<file path="config.mk">
export PLATFORM = sky130hd
export DESIGN_NAME = text_whitespace_normalizer
export DESIGN_NICKNAME = d
export VERILOG_FILES = /design/src/sv/twn_pkg.sv /design/src/sv/text_whitespace_normalizer.sv /design/src/sv/twn_front.sv /design/src/sv/twn_queue.sv /design/src/sv/twn_back.sv
export SDC_FILE = /design/constraint.sdc
export NUM_CORES = 1
export LEC_CHECK = 0
export BUFFER_PORTS_ARGS = -buffer_cell sky130_fd_sc_hd__buf_2
export CELL_PAD_IN_SITES_DETAIL_PLACEMENT = 0
export CELL_PAD_IN_SITES_GLOBAL_PLACEMENT = 2
export CORE_AREA = 2 2 118 120
export CTS_CLUSTER_SIZE = 10
export DETAILED_ROUTE_END_ITERATION = 12
export DIE_AREA = 0 0 120 122
export GPL_ROUTABILITY_DRIVEN = 0
export PLACE_DENSITY = 0.8
export RECOVER_POWER = 100
export SYNTH_ARGS = -nofsm -noshare
export SYNTH_HDL_FRONTEND = slang
export SYNTH_SLANG_ARGS = --single-unit
</file>
<file path="constraint.sdc">
create_clock -name clk -period 2.5 [get_ports clk]
set_input_delay 0.375 -clock clk [delete_from_list [all_inputs] [get_ports clk]]
set_output_delay 0.375 -clock clk [all_outputs]
set_load 0.02 [all_outputs]
</file>
<file path="src/sv/twn_pkg.sv">
// Shared types and constants of the text whitespace normalizer.
package twn_pkg;

	// Line break and the single space that stands for an inner whitespace run
	localparam logic [7:0] NlChar = 8'd10;
	localparam logic [7:0] SpChar = 8'd32;

	// Most results one input byte can cause, and the width of a result count
	localparam int MaxResults = 3;
	localparam int CntW = $clog2(MaxResults + 1);

	// Default depth of the bundle queue between front and back
	localparam int QueueDepthDef = 4;

	// One input request
	typedef struct packed {
		logic [7:0] text_byte;
		logic       end_of_text;
	} item_t;

	// One result request
	typedef struct packed {
		logic [7:0] out_byte;
		logic       byte_valid;
		logic       text_done;
	} result_t;

	// All results of one input byte, slot 0 first
	typedef struct packed {
		logic [CntW-1:0]                 count;
		result_t [MaxResults-1:0]        res;
	} bundle_t;

	// Queue status seen by the front and the back
	typedef struct packed {
		logic full;
		logic empty;
	} q_status_t;

endpackage

</file>
<file path="src/sv/text_whitespace_normalizer.sv">
// Top level of the text whitespace normalizer.
// Takes one text byte per cycle and gives normalized bytes one per cycle on the result side.
// Each byte causes zero to three results; the front end classifies the byte and queues its
// results as one bundle, and the back end sends them out one per cycle through an output
// register. A byte is taken every cycle while the bundle queue (QueueDepth bundles) has room;
// the result side sets the sustained rate at one result per cycle, so bursts of spaces and
// line breaks that add results slow input only once the queue fills. An accepted byte's bundle
// is queued, and its results pass through the output register. The last byte of a text gives
// a result with text_done set, a bare marker with byte_valid low when it causes no character.
module text_whitespace_normalizer #(
	parameter int QueueDepth = twn_pkg::QueueDepthDef
) (
	input  logic             clk,
	input  logic             arst_n,
	input  logic             item_valid,
	output logic             item_ready,
	input  twn_pkg::item_t   item,
	output logic             result_valid,
	input  logic             result_ready,
	output twn_pkg::result_t result
);

	logic               push, pop;
	twn_pkg::bundle_t   push_bundle, head;
	twn_pkg::q_status_t q_status;

	twn_front u_front (
		.clk        (clk),
		.arst_n     (arst_n),
		.item_valid (item_valid),
		.item_ready (item_ready),
		.item       (item),
		.q_status   (q_status),
		.push       (push),
		.push_bundle(push_bundle)
	);

	twn_queue #(
		.QueueDepth(QueueDepth)
	) u_queue (
		.clk        (clk),
		.arst_n     (arst_n),
		.push       (push),
		.push_bundle(push_bundle),
		.pop        (pop),
		.head       (head),
		.q_status   (q_status)
	);

	twn_back u_back (
		.clk         (clk),
		.arst_n      (arst_n),
		.head        (head),
		.q_status    (q_status),
		.pop         (pop),
		.result_valid(result_valid),
		.result_ready(result_ready),
		.result      (result)
	);

endmodule

</file>
<file path="src/sv/twn_front.sv">
// Front end: accepts bytes, tracks line state and builds the result bundle of each byte.
module twn_front (
	input  logic               clk,
	input  logic               arst_n,
	input  logic               item_valid,
	output logic               item_ready,
	input  twn_pkg::item_t     item,
	input  twn_pkg::q_status_t q_status,
	output logic               push,
	output twn_pkg::bundle_t   push_bundle
);

	logic line_has_content_q, space_pending_q, blank_line_pending_q, output_started_q;
	logic lhc_n, sp_n, blp_n, os_n;
	logic is_nl, is_ws, accept;
	logic [twn_pkg::CntW-1:0] n;
	twn_pkg::bundle_t bundle;

	function automatic twn_pkg::result_t mk_char(input logic [7:0] c);
		twn_pkg::result_t r;
		r.out_byte   = c;
		r.byte_valid = 1'b1;
		r.text_done  = 1'b0;
		return r;
	endfunction

	// Classify the byte
	assign is_nl = (item.text_byte == twn_pkg::NlChar);
	assign is_ws = (item.text_byte == twn_pkg::SpChar) || (item.text_byte == 8'd9) ||
		(item.text_byte == 8'd11) || (item.text_byte == 8'd12) || (item.text_byte == 8'd13);

	// Take a request whenever the queue has room for its bundle
	assign item_ready = !q_status.full;
	assign accept     = item_valid && item_ready;

	// Build the bundle and the next line state
	always_comb begin
		bundle = '0;
		n      = '0;
		lhc_n  = line_has_content_q;
		sp_n   = space_pending_q;
		blp_n  = blank_line_pending_q;
		os_n   = output_started_q;
		if (is_nl) begin
			if (line_has_content_q) begin
				bundle.res[n] = mk_char(twn_pkg::NlChar);
				n = n + 1'b1;
			end else begin
				blp_n = 1'b1;
			end
			lhc_n = 1'b0;
			sp_n  = 1'b0;
		end else if (is_ws) begin
			if (line_has_content_q) begin
				sp_n = 1'b1;
			end
		end else begin
			if (!line_has_content_q) begin
				// Emit one empty line for any blank lines between content lines
				if (blank_line_pending_q && output_started_q) begin
					bundle.res[n] = mk_char(twn_pkg::NlChar);
					n = n + 1'b1;
				end
				blp_n = 1'b0;
				lhc_n = 1'b1;
			end else if (space_pending_q) begin
				bundle.res[n] = mk_char(twn_pkg::SpChar);
				n = n + 1'b1;
			end
			sp_n = 1'b0;
			bundle.res[n] = mk_char(item.text_byte);
			n = n + 1'b1;
			os_n = 1'b1;
		end
		if (item.end_of_text) begin
			// Close the open line, mark the last result, return to reset state
			if (lhc_n) begin
				bundle.res[n] = mk_char(twn_pkg::NlChar);
				n = n + 1'b1;
			end
			if (n == '0) begin
				bundle.res[0] = '0;
				n = twn_pkg::CntW'(1);
			end
			bundle.res[n - 1'b1].text_done = 1'b1;
			lhc_n = 1'b0;
			sp_n  = 1'b0;
			blp_n = 1'b0;
			os_n  = 1'b0;
		end
		bundle.count = n;
	end

	// Push only bundles that hold results
	assign push        = accept && (n != '0);
	assign push_bundle = bundle;

	// Hold line state, advance on each accepted request
	always_ff @(posedge clk or negedge arst_n) begin
		if (!arst_n) begin
			line_has_content_q   <= 1'b0;
			space_pending_q      <= 1'b0;
			blank_line_pending_q <= 1'b0;
			output_started_q     <= 1'b0;
		end else if (accept) begin
			line_has_content_q   <= lhc_n;
			space_pending_q      <= sp_n;
			blank_line_pending_q <= blp_n;
			output_started_q     <= os_n;
		end
	end

endmodule

</file>
<file path="src/sv/twn_queue.sv">
// Bundle queue between the front end and the back end.
module twn_queue #(
	parameter int QueueDepth = twn_pkg::QueueDepthDef
) (
	input  logic               clk,
	input  logic               arst_n,
	input  logic               push,
	input  twn_pkg::bundle_t   push_bundle,
	input  logic               pop,
	output twn_pkg::bundle_t   head,
	output twn_pkg::q_status_t q_status
);

	localparam int PtrW = (QueueDepth > 1) ? $clog2(QueueDepth) : 1;
	localparam int CntQW = $clog2(QueueDepth + 1);

	twn_pkg::bundle_t entries_q [QueueDepth];
	logic [PtrW-1:0]  wr_ptr_q, rd_ptr_q;
	logic [CntQW-1:0] count_q;

	assign q_status.full  = (count_q == CntQW'(QueueDepth));
	assign q_status.empty = (count_q == '0);
	assign head           = entries_q[rd_ptr_q];

	function automatic logic [PtrW-1:0] wrap_inc(input logic [PtrW-1:0] p);
		return (p == PtrW'(QueueDepth - 1)) ? '0 : p + 1'b1;
	endfunction

	// Store a pushed bundle
	always_ff @(posedge clk) begin
		if (push) begin
			entries_q[wr_ptr_q] <= push_bundle;
		end
	end

	// Advance pointers and the fill count
	always_ff @(posedge clk or negedge arst_n) begin
		if (!arst_n) begin
			wr_ptr_q <= '0;
			rd_ptr_q <= '0;
			count_q  <= '0;
		end else begin
			if (push) begin
				wr_ptr_q <= wrap_inc(wr_ptr_q);
			end
			if (pop) begin
				rd_ptr_q <= wrap_inc(rd_ptr_q);
			end
			if (push && !pop) begin
				count_q <= count_q + 1'b1;
			end else if (pop && !push) begin
				count_q <= count_q - 1'b1;
			end
		end
	end

endmodule

</file>
<file path="src/sv/twn_back.sv">
// Back end: unpacks queued bundles into single result requests behind an output register.
module twn_back (
	input  logic               clk,
	input  logic               arst_n,
	input  twn_pkg::bundle_t   head,
	input  twn_pkg::q_status_t q_status,
	output logic               pop,
	output logic               result_valid,
	input  logic               result_ready,
	output twn_pkg::result_t   result
);

	logic [twn_pkg::CntW-1:0] slot_q;
	logic                     out_valid_q;
	twn_pkg::result_t         out_q;
	logic                     load, last_slot;

	// Load the next slot when the output register is free or being drained
	assign load      = !q_status.empty && (!out_valid_q || result_ready);
	assign last_slot = (slot_q == head.count - 1'b1);
	assign pop       = load && last_slot;

	assign result_valid = out_valid_q;
	assign result       = out_q;

	// Hold the output payload until taken
	always_ff @(posedge clk) begin
		if (load) begin
			out_q <= head.res[slot_q];
		end
	end

	// Step through the slots of the head bundle
	always_ff @(posedge clk or negedge arst_n) begin
		if (!arst_n) begin
			slot_q      <= '0;
			out_valid_q <= 1'b0;
		end else begin
			if (load) begin
				slot_q      <= last_slot ? '0 : slot_q + 1'b1;
				out_valid_q <= 1'b1;
			end else if (result_ready) begin
				out_valid_q <= 1'b0;
			end
		end
	end

endmodule

</file>
Word-level counts from Yosys, hierarchy flattened

Memories as Yosys holds them, arrays and structs flattened.
Index checks and enable logic that the tools add are counted.

Register bits after elaboration: 24
Bits in writable memories: 128
Bits of input ports: 13
Output and inout bits: 12
Logic and storage cells: 136
Memories kept: 1

$add $sub $neg: 9
$lt $le $gt $ge: 7
Equality and inequality tests: 15
Multiplexer cells: 61
Bitwise logic cells: 3
Reductions and logical operators: 28

Memory list:

| memory            | depth | width | read ports | clocked after Yosys merged registers in | write ports | line            | RTL |
|---|---|---|---|---|---|---|---|
| u_queue.entries_q | 4     | 32    | 1          | 0                                       | 1           | twn_queue.sv:17 | `twn_pkg::bundle_t entries_q [QueueDepth];` |

Operator list:

| kind                | number |
|---|---|
| $mux 30             | 4 |
| $mux 10             | 8 |
| $bwmux 30           | 2 |
| $demux 10 s2        | 3 |
| $eq 8x4->1 const B  | 5 |
| $mux 2              | 13 |
| $mux 1              | 23 |
| $and 21x21->21      | 1 |
| $not 21->21         | 1 |
| $bmux 10 s2         | 1 |
| $mux 20             | 1 |
| $mux 8              | 2 |
| $lt 2x3->1 const B  | 4 |
| $mux 6              | 2 |
| $add 2x1->2 const B | 5 |
| $logic_and 1x1->1   | 10 |
| $or 9x9->9          | 1 |
| $eq 8x6->1 const B  | 1 |
| $ge 2x1->1 const B  | 3 |
| $mux 3              | 2 |
| $ne 2x2->1 const B  | 3 |
| $reduce_and 3->1    | 2 |
| $reduce_bool 2->1   | 3 |
| $logic_not 1->1     | 5 |
| 12 further kinds    | 18 |

Depth between registers and ports, before layout

Gate-level depths: netlist of the first run.

Depth after elaboration: 23
Mapped depth: 12
Depth with buffers taken out: 12

Hierarchy

From an unflattened synthesis of the first run, not the netlist that was laid out.

Cells, all modules: 381
Area, all modules: 6,588.8 sq um

By module, submodules not included:

| module    | instances | cells each | area each (sq um) | seq. area each (sq um) |
|---|---|---|---|---|
| twn_queue | 1         | 205        | 5,078.6           | 4,018.9 |
| twn_front | 1         | 113        | 812.0             | 100.1 |
| twn_back  | 1         | 63         | 698.2             | 375.4 |

Worst setup path before layout of the first run

No wires, ideal clock.

Path type: in2reg
Start point: in item[5] (netlist bit)
End point: mem u_queue.entries_q[0][3] (netlist bit) (data pin)
Setup time: 0.264 ns
Data arrival time: 2.693 ns
Data required time: 2.236 ns
Setup slack: -0.457 ns
Stages: 10
Path buffers: 1
Path through: or3_1 buf_2 or4_4 nand2_8 nor2_2 nor2_1 ha_1 nor4b_1 o21ai_1 o21a_1

RTL lines:

| what        | line                             | RTL |
|---|---|---|
| from (decl) | text_whitespace_normalizer.sv:17 | `input twn_pkg::item_t item,` |
| to (decl)   | twn_queue.sv:17                  |  |

==> summary.md, run 1 <==
| Metric | Value |
|---|---|
| Boundary Pins | 25 |
| Nets@finish | roughly 430 |
| # diodes | 0 |
| CP cell instances | buf_6, or3b_4, or4_1, clkbuf_4, nand3_1, ha_4, nor4b_4, o21ai_2, o21a_1 |
| Die height | 122 um |
| Setup tns final | -2640 ps |
| Multi-input logic area | 1770 um^2 |
| Status | finished, violations left |
| CP Max Fanout | 5 |
| Post-Syn Instances | 322 |
| Initial antenna violation count | 0 |
| Root Driver | clkbuf_16 |
| PwrDens | 1200 nW/um^2 |
| Worst endpoint required time | 2650 ps |
| Final-report setup violation count | 51 |
| Yosys warns | 0 |
| Met2 usage | 0.256 |
| Fmax | 385 MHz |
| Violated checks | setup timing |
| Number of synthesized flops with an enable pin | roughly 110 |
| Asr flop ratio synth | 0.117 |
| Total number of vias | 3047 |
| DR pass1 iterations | 4 |
| Core Util, Final | 0.501 |
| Residual DRC | 0 |
| Synthesized area | 5280 um^2 |
| Layout overhead on the synthesized area | 28.1% |
| FF/Latch Area | 3530 um^2 |
| Worst EP arrival | 2750 ps |
| Pre-CTS WS | -514 ps |
| Largest cells by area after synthesis | edfxtp_1, mux4_2, dfrtp_1 |
| Busiest layer in global routing | met2 |
| Power Total | 8110 uW |
| Cell taking the most area after synthesis | edfxtp_1 |
| Grt met3 use | 0.0463 |
| First-pass GRT wire length | 16.7 mm |
| Clock latency on the worst-skew pair | 410 ps |
| Worst-path clk slew | 50 ps |
| Final period demand of the worst path | 2600 ps |
| Share of layout cells above drive strength 1 | 0.376 |
| Peak VDD IR | 0.525 mV |
| Largest net degree at the start of global routing | 25 |
| Largest delay share family, worst path | simple AND/OR/NAND/NOR gates |
| CTS Buffer Depth | 2 |
| Hold WC Path Type | in2reg |
| GRT overflow | 0 |
| Starting density of the core | 0.391 |
| Die area | ~15000 um^2 |
| WL/cell | around 17 um |
| Net count after synthesis | 346 |
| Final period utilization | 1.04 |
| PortBufs | 24 |
| Syn Area/Cell | around 16 um^2 |
| Worst path slowest cell | or4_1 |
| Dpl hpwl | 6.74 mm |
| Met1 usage | 0.187 |
| Synth cell types | 59 |
| Hold path cells | 4 |
| Leakage | roughly 0.0025 uW |
| CTS Sinks | 120 |
| Cells on worst reg2reg path | 9 |
| Final hold viol count | 0 |
| Slew Viols, Final | 0 |
| Vias in the first global route | about 3300 |
| Setup ws final | -96.3 ps |
| Final Instance Area | 6770 um^2 |
| Max-cap violations | 0 |
| Htree depth | 4 |
| # rows | 43 |
| Crit path buffers/inverters | 2 |
| Crit path depth | 9 |
| Fill cells | 1138 |
| GR Util All Layers | 0.155 |
| Wirelength, routed | between 10 and 15 mm |
| Seq cells post-synth | 120 |
| TritonCTS Buffers | 17 |
| Top FF cell, synth | edfxtp_1 |
| Post-route ant nets | 0 |
| Vias per cell | 5.05 |
| Commonest non-fill, non-tap cells in the layout | edfxtp_1, buf_4, mux4_2 |
| Yosys top cell area share | 0.603 |
| Clock Skew | 8.33 ps |
| CP max stage delay | 670 ps |
| Most common cell after layout, fill and taps aside | edfxtp_1 |
| Core ar. | 13500 um^2 |
| Critical Path End Type | flip-flop |
| Iter 0 DRT Violations | 207 |
| CTS tree | built |
| Worst-Margin Slew | between 800 and 900 ps |
| Slew HR | 0.457 |
| Die W | approximately 120 um |
| Startpoint types | input pin |
| Sequential-to-total area share from yosys stat | 0.669 |
| RSZ-0062 raised after global routing | true |
| Setup CP Type | in2reg |
| Dpl cell area | 6130 um^2 |
[sequential cells by signal (all words and copies together) (netlist names)]
| signal | cells |
|---|---|
| u_back.result | 10 |
| u_back.result_valid | 1 |
| u_back.slot_q | 2 |
| u_front.blank_line_pending_q | 1 |
| u_front.line_has_content_q | 1 |
| u_front.output_started_q | 1 |
| u_front.space_pending_q | 1 |
| u_queue.count_q | 3 |
| u_queue.entries_q | 96 |
| u_queue.rd_ptr_q | 2 |
| u_queue.wr_ptr_q | 2 |
[cells in the mapped netlist, drive strengths merged, types with 2 or more instances]
| master | instances |
|---|---|
| edfxtp | 106 |
| mux4 | 24 |
| and2 | 18 |
| nand2 | 17 |
| nor2 | 17 |
| dfrtp | 14 |
| inv | 11 |
| ha | 10 |
| a21oi | 9 |
| clkbuf | 9 |
| o21ai | 8 |
| mux2i | 7 |
| buf | 5 |
| mux2 | 5 |
| nand3 | 5 |
| nor3 | 5 |
| a211oi | 3 |
| a31o | 3 |
| nand2b | 3 |
| a21o | 2 |
| a22o | 2 |
| a22oi | 2 |
| and3 | 2 |
| nand3b | 2 |
| nor2b | 2 |
| nor4 | 2 |
| o21a | 2 |
| o22ai | 2 |
| o31ai | 2 |
| xnor2 | 2 |
| xor2 | 2 |
[worst register-to-register path: stages (launching register included)]
cell and delay, ps:
dfrtp_1 380, mux4_2 560, xnor2_2 220, nand4b_1 140, o31ai_2 110, inv_1 90, ha_2 190, inv_1 60
fa_1 400, mux2_2 270
[path summary, 6_finish.rpt]
check,to,slack [ps],from
hold / removal,u_back.result_valid,210,result_ready
setup / recovery,u_queue.entries_q[1][3],-100,item[4]
setup reg to reg,u_queue.count_q[1],-40,u_queue.rd_ptr_q[0]
min in group asynchronous,u_back.result_valid,570,arst_n
max in group asynchronous,u_front.line_has_content_q,1420,arst_n
hold reg to reg,u_back.result_valid,500,u_back.result_valid
[logic make-up (layout without fill, tap and decap cells)]
kind of cell,after synthesis,count (layout),share of synthesized area
adders and majority gates,11,11,0.0275
buffers and inverters,26,127,0.0194
muxes,36,36,0.128
DFF,120,120,0.669
and+or+nand+nor,80,80,0.0838
xor gates and xnor gates,4,4,0.00663
AOI/OAI and AO/OA,45,45,0.0661
[through the flow]
stage          instances  hold WS [ps]
6_report             603           209
5_1_grt              603           227
4_1_cts              599           194
3_5_place_dp         564           302
3_3_place_gp         564           298
2_1_floorplan        322          79.4
[where the power goes]
part	total, uW	switching, uW	internal (uW)	leakage (uW)
combinational	2680	1410	1260	0.00105
sequential	3030	173	2860	0.00117
clock	2390	833	1560	0.000276
total	8110	2420	5690	0.00249
[area by class of cell]
type / instances / share of cell area
Multi-Input combinational cell: 176 / 0.262
Tap cell: 180 / 0.0333
Inverter: 12 / 0.00665
Clock buffer: 20 / 0.0645
Clock inverter: 12 / 0.0226
Timing Repair Buffer: 83 / 0.0891
Sequential cell: 120 / 0.522
[repair_timing]
action                                  4_1_cts  5_1_grt
hold buffers                                  1        0
endpoints found under the setup margin       38       42
resized for setup                             2        7
setup buffers                                 2        5
pin swaps                                     2       10
hold endpoints to repair                     14        0
cloned                                        0        0
[per-layer routing]
metal,wire length [um],vias up,part of all wire
met1,4510,1538,0.44
li1,-,1433,-
met4,231,0,0.022
met5,0,-,0
met3,331,17,0.032
met2,5250,59,0.51
(Power assumes the default switching activity.)
==> run 2, diff against run 1 <==
BUFFER_PORTS_ARGS = -buffer_cell sky130_fd_sc_hd__buf_4   (was -buffer_cell sky130_fd_sc_hd__buf_2)
CORE_AREA = 2 2 138 140   (was 2 2 118 120)
DIE_AREA = 0 0 140 142   (was 0 0 120 122)
PLACE_DENSITY = 0.63   (was 0.8)
==> run 2 against run 1 <==
The flow still finishes with violations (setup timing). Global-route usage decreased by 3.5 points. Utilization decreased by 13 points. Register-to-register slack improved by 30 ps. Wire length increased by 6.6%. Combinational power increased by 3%. Largest power group unchanged. Highest routed layer unchanged.
==> summary.md, run 2 (synthesis results as in run 1) <==
| Metric | Value |
|---|---|
| Iter 0 DRT Violations | 210 (was 207) |
| Core Util, Final | 0.367 (was 0.501) |
| Fill cells | 1720 (was 1138) |
| Core ar. | 18500 um^2 (was 13500 um^2) |
| Final-report setup violation count | 18 (was 51) |
| Status | finished, violations left (unchanged) |
| TritonCTS Buffers | 17 (unchanged) |
| Share of layout cells above drive strength 1 | 0.380 (was 0.376) |
| Dpl hpwl | 7.38 mm (was 6.74 mm) |
| Die area | 19900 um^2 (was 14600 um^2) |
| Setup ws final | -43.0 ps (was -96.3 ps) |
| Cells on worst reg2reg path | 9 (unchanged) |
| DR pass1 iterations | 6 (was 4) |
| # rows | 50 (was 43) |
| Most common cell after layout, fill and taps aside | edfxtp_1 (unchanged) |
| Hold path cells | 4 (unchanged) |
| Power Total | 7940 uW (was 8110 uW) |
| Commonest non-fill, non-tap cells in the layout | edfxtp_1, buf_4, mux4_2 (unchanged) |
| Fmax | 393 MHz (was 385 MHz) |
| Startpoint types | input pin (unchanged) |
| CTS tree | built (unchanged) |
| Leakage | 0.00246 uW (was 0.00249 uW) |
| Layout overhead on the synthesized area | 28.2% (was 28.1%) |
| PortBufs | 24 (unchanged) |
| Hold WC Path Type | in2reg (unchanged) |
| Final period utilization | 1.02 (was 1.04) |
| GR Util All Layers | 0.120 (was 0.155) |
| Starting density of the core | 0.286 (was 0.391) |
| Peak VDD IR | 0.478 mV (was 0.525 mV) |
| Setup CP Type | in2reg (unchanged) |
| Worst endpoint required time | 2780 ps (was 2650 ps) |
| Boundary Pins | 25 (unchanged) |
| Final period demand of the worst path | 2540 ps (was 2600 ps) |
| Final hold viol count | 0 (unchanged) |
| Worst EP arrival | 2820 ps (was 2750 ps) |
| Htree depth | 4 (unchanged) |
| WL/cell | 16.9 um (was 17.1 um) |
| Dpl cell area | 6260 um^2 (was 6130 um^2) |
| Post-route ant nets | 0 (unchanged) |
| Wirelength, routed | 11.0 mm (was 10.3 mm) |
| Die height | 142 um (was 122 um) |
| Vias in the first global route | 3202 (was 3250) |
| Residual DRC | 0 (unchanged) |
| Die W | 140 um (was 120 um) |
| Largest net degree at the start of global routing | 25 (unchanged) |
| RSZ-0062 raised after global routing | true (unchanged) |
| Clock Skew | 6.13 ps (was 8.33 ps) |
| PwrDens | 1170 nW/um^2 (was 1200 nW/um^2) |
| GRT overflow | 0 (unchanged) |
| Slew HR | 0.442 (was 0.457) |
| Clock latency on the worst-skew pair | 410 ps (about the same) |
| Slew Viols, Final | 0 (unchanged) |
| Total number of vias | 3005 (was 3047) |
| Critical Path End Type | flip-flop (unchanged) |
| CTS Sinks | 120 (unchanged) |
| Final Instance Area | 6770 um^2 (about the same) |
| Root Driver | clkbuf_16 (unchanged) |
| Top reg by flops | u_queue.entries_q (unchanged) |
| Initial antenna violation count | 0 (unchanged) |
| Max-cap violations | 0 (unchanged) |
| Setup tns final | -297 ps (was -2640 ps) |
| Violated checks | setup timing (unchanged) |
| Vias per cell | 4.61 (was 5.05) |
| First-pass GRT wire length | 17.6 mm (was 16.7 mm) |
| CTS Buffer Depth | 2 (unchanged) |
| Worst-path clk slew | 50 ps (about the same) |
| CP Max Fanout | 5 (unchanged) |
| Max reg flops | 96 (unchanged) |
| Nets@finish | 430 (was 434) |
| # diodes | 0 (unchanged) |
| Worst-Margin Slew | 837 ps (was 814 ps) |
[run 2: layer usage]
metal | track usage | vias up | part of all wire
met3 | 0.0363 | 13 | 0.032
li1 | - | 1421 | -
met2 | 0.195 | 56 | 0.49
met5 | 0 | - | 0
met4 | 0.0473 | 0 | 0.015
met1 | 0.152 | 1515 | 0.46
[run 2: report_power, final]
| group | switching, uW | internal (uW) |
|---|---|---|
| combinational | 1460 | 1300 |
| clock | 808 | 1340 |
| sequential | 174 | 2860 |
| total | 2440 | 5500 |
[run 2: worst paths after layout]
kind                                           from                      end  slack [ps]
worst max-delay path                        item[7]  u_queue.entries_q[3][7]         -40
worst min-delay path                   result_ready      u_back.result_valid         210
worst max register to register  u_queue.rd_ptr_q[0]       u_queue.count_q[1]         -10
worst min register to register  u_back.result_valid      u_back.result_valid         490
max in group asynchronous                    arst_n      u_queue.rd_ptr_q[0]        1330
min in group asynchronous                    arst_n         u_back.slot_q[1]         590
[run 2: repair_timing]
action,in CTS,in global routing
pin swaps,1,3
endpoints found under the setup margin,46,34
hold buffers,1,0
buffers inserted,0,2
endpoints found under the hold margin,14,0
gates resized for setup,4,10
gates cloned,0,0
[run 2: worst max-delay path: stages]
cell and delay, ps:
buf_4 120, or3_1 500, a2111o_1 550, nand2_8 130, nor2_4 40, nor2_4 150
ha_4 190, o211ai_1 100, a221oi_1 450, buf_4 210
[run 2: through the flow]
step | hold WS [ps] | cells | setup WS [ps]
floorplan | 79.4 | 322 | -226
global placement | 249 | 618 | -442
detailed placement | 244 | 618 | -485
CTS | 191 | 650 | -68.8
global route | 247 | 652 | -160
finish | 212 | 652 | -43.0
[run 2: cell type report]
class	instances	area, um^2	area share
Timing Repair Buffer	79	581	0.0857
Clock inverter	11	83.8	0.0124
Sequential cell	120	3530	0.522
Clock buffer	20	437	0.0645
Multi-Input combinational cell	176	1800	0.266
Tap cell	234	293	0.0432
Inverter	12	45.0	0.00665
